===== src/design/hts_pkg.sv =====
// ----------------------------------------------------------------------------
// hts_pkg
// Shared types and constants for the hash table insert/search block.
// ----------------------------------------------------------------------------
package hts_pkg;

   localparam int KEY_W          = 31;
   localparam int SLOT_W         = 5;
   localparam int CNT_W          = 16;
   localparam int DEF_TABLE_SIZE = 32;

   typedef enum logic [1:0] {
      STAT_STORED = 2'd0,
      STAT_FULL   = 2'd1,
      STAT_FOUND  = 2'd2,
      STAT_MISS   = 2'd3
   } status_type;

   typedef enum logic {
      OP_INSERT = 1'b0,
      OP_SEARCH = 1'b1
   } opcode_type;

   // which slot index a write or a result refers to
   typedef enum logic [1:0] {
      SEL_HOME = 2'd0,
      SEL_NEXT = 2'd1,
      SEL_SCAN = 2'd2,
      SEL_ZERO = 2'd3
   } slot_sel_type;

   typedef struct packed {
      logic         clr_step;
      logic         load;
      logic         hash_step;
      logic         rd_home;
      logic         rd_next;
      logic         scan_init;
      logic         scan_step;
      logic         bump;
      logic         set_res;
      logic         write;
      slot_sel_type sel;
      status_type   res_status;
      logic         out_load;
   } cmd_type;

   typedef struct packed {
      logic clr_last;
      logic hash_last;
      logic search;
      logic hit;
      logic scan_hit;
      logic scan_miss;
   } sts_type;

endpackage


===== src/design/hts_ram.sv =====
// ----------------------------------------------------------------------------
// hts_ram
// Generic single-write, single-read RAM with registered read data.
// ----------------------------------------------------------------------------
module hts_ram #(
   parameter int WIDTH = hts_pkg::KEY_W + 1,
   parameter int DEPTH = hts_pkg::DEF_TABLE_SIZE,
   localparam int AW   = (DEPTH > 1) ? $clog2(DEPTH) : 1
) (
   input  logic             clock,
   input  logic             wr_en,
   input  logic [AW-1:0]    wr_addr,
   input  logic [WIDTH-1:0] wr_data,
   input  logic             rd_en,
   input  logic [AW-1:0]    rd_addr,
   output logic [WIDTH-1:0] rd_data
);

   logic [WIDTH-1:0] mem_ff [DEPTH];
   logic [WIDTH-1:0] rd_data_ff;

   always_ff @(posedge clock) begin
      if (wr_en) begin
         mem_ff[wr_addr] <= wr_data;
      end
      if (rd_en) begin
         rd_data_ff <= mem_ff[rd_addr];
      end
   end

   assign rd_data = rd_data_ff;

endmodule


===== src/design/hts_dpath.sv =====
// ----------------------------------------------------------------------------
// hts_dpath
// Datapath: key-modulo unit, slot RAM, scan pointers, collision counter
// and result registers.
// ----------------------------------------------------------------------------
module hts_dpath #(
   parameter int TABLE_SIZE = hts_pkg::DEF_TABLE_SIZE
) (
   input  logic                         clock,
   input  logic                         reset,
   input  hts_pkg::cmd_type             cmd,
   output hts_pkg::sts_type             sts,
   input  logic                         req_opcode,
   input  logic [hts_pkg::KEY_W-1:0]    req_key,
   output logic [1:0]                   rsp_status,
   output logic [hts_pkg::SLOT_W-1:0]   rsp_slot_index,
   output logic [hts_pkg::CNT_W-1:0]    rsp_collision_count
);

   localparam int KEY_W  = hts_pkg::KEY_W;
   localparam int SLOT_W = hts_pkg::SLOT_W;
   localparam int CNT_W  = hts_pkg::CNT_W;
   localparam int IDX_W  = $clog2(TABLE_SIZE);
   localparam int PROD_W = KEY_W + 32;
   localparam logic [IDX_W:0]   SIZE_V    = (IDX_W+1)'(TABLE_SIZE);
   localparam logic [IDX_W-1:0] SIZE_LO   = IDX_W'(TABLE_SIZE);
   localparam logic [IDX_W-1:0] LAST_IDX  = IDX_W'(TABLE_SIZE - 1);
   localparam logic [CNT_W-1:0] CNT_MAX   = '1;
   // 2^(KEY_W+IDX_W) / TABLE_SIZE rounded up: the quotient it gives is exact
   // for every KEY_W-bit key
   localparam logic [63:0]      RECIP_V   =
      ((64'd1 << (KEY_W + IDX_W)) + 64'(TABLE_SIZE) - 64'd1) / 64'(TABLE_SIZE);
   localparam logic [31:0]      RECIP     = RECIP_V[31:0];

   logic                 op_ff;
   logic [KEY_W-1:0]     key_ff;
   logic [PROD_W-1:0]    prod_ff;
   logic                 hcnt_ff;
   logic [IDX_W-1:0]     rem_ff;
   logic [IDX_W-1:0]     clr_ptr_ff;
   logic [CNT_W-1:0]     coll_ff;
   logic [IDX_W:0]       scan_ptr_ff;
   logic [IDX_W-1:0]     chk_idx_ff;
   logic                 chk_vld_ff;
   hts_pkg::status_type  res_status_ff;
   logic [IDX_W-1:0]     res_slot_ff;
   logic [1:0]           rsp_status_ff;
   logic [SLOT_W-1:0]    rsp_slot_ff;
   logic [CNT_W-1:0]     rsp_coll_ff;

   logic [IDX_W-1:0]     quo_lo;
   logic [IDX_W-1:0]     quo_mul;
   logic [IDX_W-1:0]     rem_in;
   logic [IDX_W-1:0]     next_idx;
   logic [IDX_W-1:0]     sel_idx;
   logic                 scan_issue;
   logic                 ram_wr_en;
   logic [IDX_W-1:0]     ram_wr_addr;
   logic [KEY_W:0]       ram_wr_data;
   logic                 ram_rd_en;
   logic [IDX_W-1:0]     ram_rd_addr;
   logic [KEY_W:0]       ram_rd_data;
   logic                 slot_vld;
   logic                 hit;
   logic [IDX_W+SLOT_W-1:0] slot_ext;

   // key mod TABLE_SIZE: quotient by reciprocal multiply, then key minus
   // quotient times size; the remainder fits the low IDX_W bits
   assign quo_lo  = prod_ff[KEY_W+IDX_W +: IDX_W];
   assign quo_mul = quo_lo * SIZE_LO;
   assign rem_in  = key_ff[IDX_W-1:0] - quo_mul;

   assign next_idx   = (rem_ff == LAST_IDX) ? '0 : rem_ff + 1'b1;
   assign scan_issue = cmd.scan_step && (scan_ptr_ff < SIZE_V);

   always_comb begin
      case (cmd.sel)
         hts_pkg::SEL_HOME: sel_idx = rem_ff;
         hts_pkg::SEL_NEXT: sel_idx = next_idx;
         hts_pkg::SEL_SCAN: sel_idx = chk_idx_ff;
         default:           sel_idx = '0;
      endcase
   end

   assign ram_wr_en   = cmd.clr_step | cmd.write;
   assign ram_wr_addr = cmd.clr_step ? clr_ptr_ff : sel_idx;
   assign ram_wr_data = cmd.clr_step ? '0 : {1'b1, key_ff};
   assign ram_rd_en   = cmd.rd_home | cmd.rd_next | scan_issue;
   assign ram_rd_addr = cmd.rd_home ? rem_ff :
                        cmd.rd_next ? next_idx : scan_ptr_ff[IDX_W-1:0];

   hts_ram #(
      .WIDTH(KEY_W + 1),
      .DEPTH(TABLE_SIZE)
   ) u_ram (
      .clock  (clock),
      .wr_en  (ram_wr_en),
      .wr_addr(ram_wr_addr),
      .wr_data(ram_wr_data),
      .rd_en  (ram_rd_en),
      .rd_addr(ram_rd_addr),
      .rd_data(ram_rd_data)
   );

   // insert looks for a free slot, search for a valid slot holding the key
   assign slot_vld = ram_rd_data[KEY_W];
   assign hit = op_ff ? (slot_vld && (ram_rd_data[KEY_W-1:0] == key_ff)) : !slot_vld;

   assign sts.clr_last  = (clr_ptr_ff == LAST_IDX);
   assign sts.hash_last = hcnt_ff;
   assign sts.search    = op_ff;
   assign sts.hit       = hit;
   assign sts.scan_hit  = chk_vld_ff && hit;
   assign sts.scan_miss = chk_vld_ff && !hit && (chk_idx_ff == LAST_IDX);

   assign slot_ext = (IDX_W+SLOT_W)'(res_slot_ff);

   always_ff @(posedge clock) begin
      if (reset) begin
         clr_ptr_ff <= '0;
         coll_ff    <= '0;
         chk_vld_ff <= 1'b0;
      end else begin
         if (cmd.clr_step) begin
            clr_ptr_ff <= clr_ptr_ff + 1'b1;
         end
         if (cmd.bump && (coll_ff != CNT_MAX)) begin
            coll_ff <= coll_ff + 1'b1;
         end
         if (cmd.scan_init) begin
            chk_vld_ff <= 1'b0;
         end else if (cmd.scan_step) begin
            chk_vld_ff <= scan_issue;
         end
      end
   end

   always_ff @(posedge clock) begin
      if (cmd.load) begin
         op_ff   <= req_opcode;
         key_ff  <= req_key;
         hcnt_ff <= 1'b0;
         rem_ff  <= '0;
      end else if (cmd.hash_step) begin
         prod_ff <= PROD_W'(key_ff) * PROD_W'(RECIP);
         hcnt_ff <= 1'b1;
         if (hcnt_ff) begin
            rem_ff <= rem_in;
         end
      end
      if (cmd.scan_init) begin
         scan_ptr_ff <= '0;
      end else if (scan_issue) begin
         scan_ptr_ff <= scan_ptr_ff + 1'b1;
         chk_idx_ff  <= scan_ptr_ff[IDX_W-1:0];
      end
      if (cmd.set_res) begin
         res_status_ff <= cmd.res_status;
         res_slot_ff   <= sel_idx;
      end
      if (cmd.out_load) begin
         rsp_status_ff <= res_status_ff;
         rsp_slot_ff   <= slot_ext[SLOT_W-1:0];
         rsp_coll_ff   <= coll_ff;
      end
   end

   assign rsp_status          = rsp_status_ff;
   assign rsp_slot_index      = rsp_slot_ff;
   assign rsp_collision_count = rsp_coll_ff;

endmodule


===== src/design/hts_ctrl.sv =====
// ----------------------------------------------------------------------------
// hts_ctrl
// Controller: sequences clear pass, hashing, probes, scan and response.
// ----------------------------------------------------------------------------
module hts_ctrl (
   input  logic             clock,
   input  logic             reset,
   input  logic             req_valid,
   output logic             req_ready,
   output logic             rsp_valid,
   input  logic             rsp_ready,
   input  hts_pkg::sts_type sts,
   output hts_pkg::cmd_type cmd
);

   typedef enum logic [2:0] {
      ST_CLEAR,
      ST_IDLE,
      ST_HASH,
      ST_HOME_RD,
      ST_HOME_CHK,
      ST_NEXT_CHK,
      ST_SCAN,
      ST_DONE
   } state_type;

   state_type state_ff;
   state_type state_in;
   logic      rsp_valid_ff;

   hts_pkg::status_type hit_status;
   hts_pkg::status_type miss_status;

   assign hit_status  = sts.search ? hts_pkg::STAT_FOUND : hts_pkg::STAT_STORED;
   assign miss_status = sts.search ? hts_pkg::STAT_MISS  : hts_pkg::STAT_FULL;

   always_comb begin
      cmd        = '0;
      cmd.sel    = hts_pkg::SEL_ZERO;
      cmd.res_status = hts_pkg::STAT_STORED;
      state_in   = state_ff;
      case (state_ff)
         ST_CLEAR: begin
            cmd.clr_step = 1'b1;
            if (sts.clr_last) begin
               state_in = ST_IDLE;
            end
         end
         ST_IDLE: begin
            if (req_valid) begin
               cmd.load = 1'b1;
               state_in = ST_HASH;
            end
         end
         ST_HASH: begin
            cmd.hash_step = 1'b1;
            if (sts.hash_last) begin
               state_in = ST_HOME_RD;
            end
         end
         ST_HOME_RD: begin
            cmd.rd_home = 1'b1;
            state_in    = ST_HOME_CHK;
         end
         ST_HOME_CHK: begin
            if (sts.hit) begin
               cmd.write      = !sts.search;
               cmd.set_res    = 1'b1;
               cmd.sel        = hts_pkg::SEL_HOME;
               cmd.res_status = hit_status;
               state_in       = ST_DONE;
            end else if (!sts.search) begin
               cmd.bump    = 1'b1;
               cmd.rd_next = 1'b1;
               state_in    = ST_NEXT_CHK;
            end else begin
               cmd.scan_init = 1'b1;
               state_in      = ST_SCAN;
            end
         end
         ST_NEXT_CHK: begin
            if (sts.hit) begin
               cmd.write      = 1'b1;
               cmd.set_res    = 1'b1;
               cmd.sel        = hts_pkg::SEL_NEXT;
               cmd.res_status = hts_pkg::STAT_STORED;
               state_in       = ST_DONE;
            end else begin
               cmd.scan_init = 1'b1;
               state_in      = ST_SCAN;
            end
         end
         ST_SCAN: begin
            cmd.scan_step = 1'b1;
            if (sts.scan_hit) begin
               cmd.write      = !sts.search;
               cmd.set_res    = 1'b1;
               cmd.sel        = hts_pkg::SEL_SCAN;
               cmd.res_status = hit_status;
               state_in       = ST_DONE;
            end else if (sts.scan_miss) begin
               cmd.set_res    = 1'b1;
               cmd.sel        = hts_pkg::SEL_ZERO;
               cmd.res_status = miss_status;
               state_in       = ST_DONE;
            end
         end
         ST_DONE: begin
            if (!rsp_valid_ff || rsp_ready) begin
               cmd.out_load = 1'b1;
               state_in     = ST_IDLE;
            end
         end
         default: begin
            state_in = ST_IDLE;
         end
      endcase
   end

   always_ff @(posedge clock) begin
      if (reset) begin
         state_ff     <= ST_CLEAR;
         rsp_valid_ff <= 1'b0;
      end else begin
         state_ff <= state_in;
         if (cmd.out_load) begin
            rsp_valid_ff <= 1'b1;
         end else if (rsp_ready) begin
            rsp_valid_ff <= 1'b0;
         end
      end
   end

   assign req_ready = (state_ff == ST_IDLE);
   assign rsp_valid = rsp_valid_ff;

endmodule


===== src/design/hash_table_insert_search.sv =====
// ----------------------------------------------------------------------------
// hash_table_insert_search
// Open-addressing hash table of TABLE_SIZE key slots with insert and search.
// ----------------------------------------------------------------------------
// Usage:
//   req_* channel carries one request: opcode (insert or search) and a key.
//   rsp_* channel returns one result per request: status, slot index (low
//   five bits of the slot number) and the saturating collision count.
//   Requests are handled one at a time. Each request goes through the
//   key-modulo unit (reciprocal multiply, then subtract), then probes the
//   slot RAM through its single registered read port: the home slot, the
//   next slot for inserts, and a pipelined scan from slot 0.
//   req_ready goes high again in the same cycle as rsp_valid.
//   After reset the block sweeps the slot RAM, one slot a cycle, clearing all
//   valid marks: req_ready stays low until the sweep is done.
//   A result waits in the output register while rsp_ready is low; the next
//   request is still accepted and processed, and only its final transfer to
//   the output register holds until the waiting result is taken.
// ----------------------------------------------------------------------------
module hash_table_insert_search #(
   parameter int TABLE_SIZE = hts_pkg::DEF_TABLE_SIZE
) (
   input  logic                         clock,
   input  logic                         reset,
   // request channel
   input  logic                         req_valid,
   output logic                         req_ready,
   input  logic                         req_opcode,
   input  logic [hts_pkg::KEY_W-1:0]    req_key,
   // result channel
   output logic                         rsp_valid,
   input  logic                         rsp_ready,
   output logic [1:0]                   rsp_status,
   output logic [hts_pkg::SLOT_W-1:0]   rsp_slot_index,
   output logic [hts_pkg::CNT_W-1:0]    rsp_collision_count
);

   hts_pkg::cmd_type cmd;
   hts_pkg::sts_type sts;

   // controller: decides each step from datapath status
   hts_ctrl u_ctrl (
      .clock    (clock),
      .reset    (reset),
      .req_valid(req_valid),
      .req_ready(req_ready),
      .rsp_valid(rsp_valid),
      .rsp_ready(rsp_ready),
      .sts      (sts),
      .cmd      (cmd)
   );

   // datapath: modulo unit, slot RAM, counters and result registers
   hts_dpath #(
      .TABLE_SIZE(TABLE_SIZE)
   ) u_dpath (
      .clock              (clock),
      .reset              (reset),
      .cmd                (cmd),
      .sts                (sts),
      .req_opcode         (req_opcode),
      .req_key            (req_key),
      .rsp_status         (rsp_status),
      .rsp_slot_index     (rsp_slot_index),
      .rsp_collision_count(rsp_collision_count)
   );

   // hold off requests while the clearing sweep runs
   assert property (@(posedge clock) $past(reset) && !reset |-> !req_ready)
      else $error("request accepted during clearing sweep");

   // one request in flight: accepting drops ready in the next cycle
   assert property (@(posedge clock) disable iff (reset)
      req_valid && req_ready |=> !req_ready)
      else $error("second request accepted while one is in flight");

   // full table and not found report slot zero
   assert property (@(posedge clock) disable iff (reset)
      rsp_valid && (rsp_status == hts_pkg::STAT_FULL || rsp_status == hts_pkg::STAT_MISS)
      |-> rsp_slot_index == '0)
      else $error("miss result carries a nonzero slot");

endmodule


===== config.mk =====
export PLATFORM = sky130hd
export DESIGN_NAME = hash_table_insert_search
export DESIGN_NICKNAME = d
export VERILOG_FILES = /design/src/design/hts_pkg.sv /design/src/design/hts_ram.sv /design/src/design/hts_dpath.sv /design/src/design/hts_ctrl.sv /design/src/design/hash_table_insert_search.sv
export SDC_FILE = /design/constraint.sdc
export NUM_CORES = 2
export LEC_CHECK = 0
export ABC_CLOCK_PERIOD_IN_PS = 6900
export BUFFER_PORTS_ARGS = -buffer_cell sky130_fd_sc_hd__buf_2
export CORE_ASPECT_RATIO = 0.9
export CORE_MARGIN = 4
export CORE_UTILIZATION = 63
export CTS_CLUSTER_SIZE = 12
export DETAILED_ROUTE_END_ITERATION = 6
export PLACE_DENSITY = 0.8
export SYNTH_ARGS = -nofsm -noshare
export SYNTH_HDL_FRONTEND = slang
export SYNTH_SLANG_ARGS = --single-unit

===== constraint.sdc =====
create_clock -name clock -period 6.9 [get_ports clock]
set_clock_uncertainty 0.05 [all_clocks]
set_input_delay 0.345 -clock clock [delete_from_list [all_inputs] [get_ports clock]]
set_output_delay 0.345 -clock clock [all_outputs]
set_load 0.02 [all_outputs]

# Yosys cells after proc, flatten, opt, wreduce, memory -nomap -nowiden
# Memories as Yosys holds them, arrays and structs flattened. A register that Yosys moved wholly into a read port is not among the register bits.
# Cells that the tools add are included.
# totals
mem_bits_rw	1024
in_bits	36
output_inout_bits	25
elab_cells	110
memories	1
register_bits	105
# memory_table
name	words	width	read_ports	rd_clocked_by_memory_dff	write_ports	line	source
u_dpath.u_ram.mem_ff	32	32	1	1	1	hts_ram.sv:19	logic [WIDTH-1:0] mem_ff [DEPTH];
# classes
n_addsub	4
n_mux	47
bitwise	4
n_reduce_logical	18
n_eq_ne	19
magnitude_cmp	1
# op_table
cell	count
32-bit 2-to-1 mux	1
31-bit == test	1
3-bit case mux with 8 select lines	1
1-bit 2-to-1 mux	23
5-bit 2-to-1 mux	4
3-bit 2-to-1 mux	6
6-bit case mux with 3 select lines	1
16-bit by 1-bit adder with 16-bit output, second input constant	1
16-bit != test, second input constant	1
5-bit == test, second input constant	3
5-bit case mux with 3 select lines	1
3-bit == test, second input constant	4
2-bit 2-to-1 mux	6
6-bit 2-to-1 mux	2
5-bit by 1-bit adder with 5-bit output, second input constant	2
6-bit by 1-bit adder with 6-bit output, second input constant	1
3-bit by 2-bit == test with 1-bit output, second input constant	2
1-bit logical AND	6
6-bit < comparator, second input constant	1
5-bit AND reduction	1
1-bit logical NOT	4
4-bit 2-to-1 mux	1
2-bit by 1-bit != test with 1-bit output, second input constant	2
2-bit != test, second input constant	2
13 further kinds	16

# Depth between registers and ports, before layout
# depth
depth_word	12
ltp_mapped	14
mapped_depth_nobuf	10

# Modules after synthesis
# From an unflattened synthesis, not the netlist that was laid out.
# unflattened
cells_unflattened	2687
hier_area_um2	45695.1
# by_module_without_submodules
module	cells_each	instances	seq_area_each_um2	area_each_um2
hts_ram	2260	1	31710.4	40809.1
hts_dpath	370	1	2692.6	4485.6
hts_ctrl	57	1	80.1	400.4

# Worst setup path after synthesis
# No wires, ideal clock.
# synth_timing
path_kind	register -> register
startpoint	register u_dpath.rem_ff[1]
endpoint	memory u_dpath.u_ram.mem_ff[27][0] (netlist bit) (enable)
period_less_slack_ns	5.014
slack_ns	1.886
path_stages_with_launch	13
arrival_ns	4.503
setup_time_ns	0.461
n_path_buf	2
t_required_ns	6.389
cell_sequence	dfxtp_1 > ha_1 > and3_1 > ha_1 > clkbuf_1 > or2_2 > nor2_1 > a22oi_1 > o22ai_1 > a32o_1 > a21bo_2 > clkbuf_1 > nor3_1
# synth_via
elab_chain_cells	4
word_cells_on_any_way	5
cone_classes	add/sub (1); eq/ne (1); mux (3)
# synth_lines
element	line	source
start, declared	hts_dpath.sv:39	logic [IDX_W-1:0] rem_ff;
start signal, assigned	hts_dpath.sv:148	rem_ff <= rem_in;
5-bit by 1-bit adder with 5-bit output / 5-bit == test (equally long branches)	hts_dpath.sv:73	assign next_idx = (rem_ff == LAST_IDX) ? '0 : rem_ff + 1'b1;
5-bit 2-to-1 mux	hts_dpath.sv:73	
5-bit case mux with 3 select lines *	hts_dpath.sv:77	case (cmd.sel)
5-bit 2-to-1 mux *	hts_dpath.sv:86	assign ram_wr_addr = cmd.clr_step ? clr_ptr_ff : sel_idx;
end, declared	hts_ram.sv:19	
# Mark *: on every way between the ends. The rest lies on a longest branch, timed or not.

# Worst setup path after layout
# layout_timing
startpoint	register u_ctrl.state_ff[0]
endpoint	register u_dpath.u_ram.rd_data_ff[11] (netlist: u_dpath.u_ram.rd_data[11]) (read register of u_dpath.u_ram.mem_ff), data pin
# layout_via
elab_chain_cells	4
word_cells_on_any_way	11
cone_classes	eq/ne (3); mux (5); bitwise (2); reduce/logical (1)
# layout_lines
element	line	source
start, declared	hts_ctrl.sv:27	state_type state_ff;
start signal, assigned	hts_ctrl.sv:125	state_ff <= state_in;
3-bit == test / 3-bit by 2-bit == test with 1-bit output (equally long branches)	hts_ctrl.sv:42	case (state_ff)
1-bit 2-to-1 mux	hts_ctrl.sv:42	
5-bit 2-to-1 mux (tied with other cells)	hts_dpath.sv:90	cmd.rd_next ? next_idx : scan_ptr_ff[IDX_W-1:0];
5-bit 2-to-1 mux / 1-bit bitwise OR (equally long branches)	hts_dpath.sv:89, hts_dpath.sv:88	
end, declared	hts_ram.sv:20	logic [WIDTH-1:0] rd_data_ff;
# Several ways; a longest one is shown, not always the timed one.
# A chain may end at the register's enable or synchronous reset.

==> results_dict.tcl <==
set metrics [dict create \
    switching_share 0.217 \
    ant_nets 0 \
    cts_setup_buffers 0 \
    required_ns 7.27 \
    antenna_found_initial 2 \
    syn_area_um2 46800 \
    yosysTopAreaCell "edfxtp_1" \
    synth_top_area_frac 0.720 \
    globalplace.congestion 0.882 \
    reg2reg_from "u_ctrl.state_ff[0]" \
    crit_fanout 39 \
    p_clk_frac 0.377 \
    power.internal_w 0.0112 \
    insertion_delay_ns 0.68 \
    r2r_slack_ns 1.80 \
    dr.first_iter.drc_count 4741 \
    crit_top_cell "buf_4" \
    async_reset_ff_frac 0 \
    core_um2 73400 \
    crit_chain "nand3b_1, o211ai_1, and3_4, buf_4, nor3_4, buf_4, o21ai_0, nand4_1, nor3_1" \
    power_frac_seq 0.565 \
    period_minus_slack_ns 5.10 \
    seq_area_frac_synth 0.736 \
    combPwrFrac 0.058 \
    nFillCells 4626 \
    vias_per_cell 7.04 \
    hold_class "primary input to flop" \
    synth_xor_area_frac 0.00954 \
    worstMarginPinSlew_ns 1.37 \
    synth_edf_count 1123 \
    yosys_register_bits 1161 \
    pin_count 61 \
    cts-root-buf "clkbuf_16" \
    instances_no_fill 4204 \
    min_to "u_ctrl.state_ff[1]" \
    die-area_um2 78800 \
    overflow 0 \
    hold_viol 0 \
    reg2reg_to "u_dpath.u_ram.rd_data[11]" \
    place_inst 4010 \
    critical_path.top_delay_family "simple AND/OR/NAND/NOR gates" \
    cts_sinks 1161 \
    cts_tree "done" \
    die_h_um 267 \
    row_count 94 \
    htree_levels 3 \
    ff2ff_path_depth 9 \
    cp.depth 9 \
    fmax_mhz 196 \
    area_delta_synth_final_pct 10.5 \
    synth_top_flop_cell "edfxtp_1" \
    powerDensity_nw_per_um2 277 \
    yosysWarnings 0 \
    syn_area_per_cell_um2 14.8 \
    rsz0062_at_grt "no" \
    slew_violations 0 \
    synth-simple-area-share 0.104 \
    layout-drive-gt1-share 0.110 \
    start_util 0.638 \
    first_global_vias 28800 \
    ctsHoldBuffers 34 \
    syn_nets 3202 \
    slowest_delay_ns 0.87 \
    clk_path_buf_depth 3 \
    cts_inserted_buffers 111 \
    synth-compound-area-share 0.102 \
    hold_depth 2 \
    synthCells 3160 \
    drv_cap 0 \
    drc 0 \
    dp_hpwl_um 64700 \
    relSlewSlack 0.0849 \
    grt_pass1_wl_um 184000 \
    min_period_over_period 0.739 \
    antenna_cells 0 \
    drt-total-wl_um 125000 \
    cp_slowest_cell "dfxtp_1" \
    leakage_nw 17.5 \
    tns_ns 0 \
    path_buf_inv 2 \
    drt_first_pass_iters 5 \
    cp.arrival_ns 5.47 \
    die_w_um 295 \
    portBuffers 60 \
    routedWlPerCell_um 29.8 \
    cts_resized 0 \
    cp-start-kind "flop" \
    min-delay-start "reset" \
    synth_top_family_by_area "simple AND/OR/NAND/NOR gates" \
    status "complete, no violations" \
    grt_max_degree 226 \
    worst_setup_path_end_kind "flop" \
    worstSetupPathType "flop to flop" \
    ys_types 73 \
    synthMuxAreaShare 0.0233 \
    setup_viol 0 \
    grtUsageTotal 0.317 \
    p_switching_w 0.00310 \
    nets 3239 \
    yosys-top-cells-area "edfxtp_1 72%, a211oi_1 5.9%, and3_1 4.2%" \
    synth_fa_ha_area_frac 0.00160 \
    clkTransAtPathRegs_ns 0.06 \
    vdd_drop_max_v 0.000234 \
    vias 29600 \
]
[synth_stat cells, types with 32 or more instances]
master	count
a211oi_1	370
a311oi_1	32
a31oi_1	35
and2_1	38
and3_1	312
buf_2	45
clkbuf_1	191
dfxtp_1	38
edfxtp_1	1123
mux2i_1	109
nand2_1	229
nand3_1	81
nand4_1	42
nor2_1	53
nor3_1	50
o21ai_0	76
o21ai_1	62
o22ai_1	35
xor2_1	46
[sequential cells by signal (all words and copies together), names as in the netlist, 6 cells and up]
register	count
u_dpath.coll_ff	16
u_dpath.key_ff	31
u_dpath.rsp_collision_count	16
u_dpath.scan_ptr_ff	6
u_dpath.u_ram.mem_ff	1024
u_dpath.u_ram.rd_data	32
[worst reg2reg max path, cell delays in order (launching register included)]
cell,delay (ns)
dfxtp_1,0.87
nand3b_1,0.78
o211ai_1,0.44
and3_4,0.75
buf_4,0.60
nor3_4,0.09
buf_4,0.34
o21ai_0,0.16
nand4_1,0.29
nor3_1,0.47
[routing by layer]
layer | global-route usage | wire length [um] | share of wire
met4 | 0.127 | 5210 | 0.042
met3 | 0.0828 | 16200 | 0.13
met5 | 0.00671 | 85 | 0.00068
met2 | 0.480 | 56700 | 0.45
met1 | 0.448 | 47100 | 0.38
[per-stage QoR]
stage / instance area, um2 / util / setup slack, ns / hold WS (ns) / power, W
floorplan: 46800 / - / 1.89 / 0.350 / 0.00869
global placement: 48300 / 0.658 / 2.17 / 0.352 / 0.00899
detailed placement: 48300 / 0.658 / 2.01 / 0.356 / 0.00903
CTS: 51800 / 0.705 / 2.00 / 0.0553 / 0.0143
global route: 51800 / 0.705 / 1.56 / 0.0887 / 0.0147
finish: 51800 / 0.705 / 1.80 / 0.0713 / 0.0143
[cell usage in the layout, fill, tap and decap left out, types with 5 or more instances in the layout]
| master | n |
|---|---|
| inv_1 | 8 |
| nor2_1 | 51 |
| clkinv_2 | 5 |
| or3_1 | 5 |
| a21oi_1 | 25 |
| xor2_1 | 46 |
| buf_12 | 13 |
| o21ai_1 | 62 |
| buf_2 | 60 |
| nand4_1 | 42 |
| nor3_2 | 53 |
| clkbuf_16 | 113 |
| a21o_1 | 5 |
| nand2_1 | 227 |
| clkinv_1 | 7 |
| a311oi_1 | 32 |
| nand2b_1 | 6 |
| dfxtp_1 | 38 |
| and3_1 | 312 |
| buf_4 | 67 |
| ha_1 | 6 |
| o22ai_1 | 35 |
| a31oi_1 | 35 |
| edfxtp_1 | 1123 |
| nand3_1 | 80 |
| clkbuf_1 | 26 |
| and2_1 | 37 |
| dlygate4sd3_1 | 34 |
| nor3_1 | 17 |
| nor4_1 | 12 |
| nor2b_1 | 5 |
| xnor2_1 | 5 |
| mux2i_1 | 109 |
| o21ai_0 | 76 |
| and4_1 | 6 |
| a211oi_1 | 370 |
[how the worst max path moves through the flow]
stage               slack (ns)                           to               start
floorplan                 1.89  u_dpath.u_ram.mem_ff[27][0]   u_dpath.rem_ff[1]
global placement          2.17    u_dpath.u_ram.rd_data[19]  u_ctrl.state_ff[0]
detailed placement        2.01    u_dpath.u_ram.rd_data[11]  u_ctrl.state_ff[0]
CTS                       2.00    u_dpath.u_ram.rd_data[11]  u_ctrl.state_ff[0]
global route              1.56  u_dpath.u_ram.mem_ff[16][8]  u_ctrl.state_ff[0]
finish                    1.80    u_dpath.u_ram.rd_data[11]  u_ctrl.state_ff[0]
[layout make-up]
type / count / area, um2 / area share
Clock inverter: 19 / 155 / 0.00300
Timing Repair Buffer: 174 / 1400 / 0.0271
Multi-Input combinational cell: 1740 / 11500 / 0.223
Inverter: 9 / 33.8 / 0.000653
Clock buffer: 141 / 2950 / 0.0571
Tap cell: 960 / 1200 / 0.0232
Sequential cell: 1161 / 34500 / 0.666
[cell families after synthesis]
| family | after synthesis |
|---|---|
| flops | 1161 |
| simple gates | 888 |
| compound gates | 686 |
| buf+inv | 259 |
| mux | 109 |
| xor+xnor | 51 |
| fa+ha+maj | 6 |
[power by group through the flow]
stage	registers [W]	clock network [W]	logic (W)
finish	0.00809	0.00539	0.000833
global route	0.00810	0.00574	0.000891
CTS	0.00809	0.00543	0.000815
detailed placement	0.00823	0	0.000793
global placement	0.00823	0	0.000763
floorplan	0.00820	0	0.000495
(Power assumes the default switching activity.)
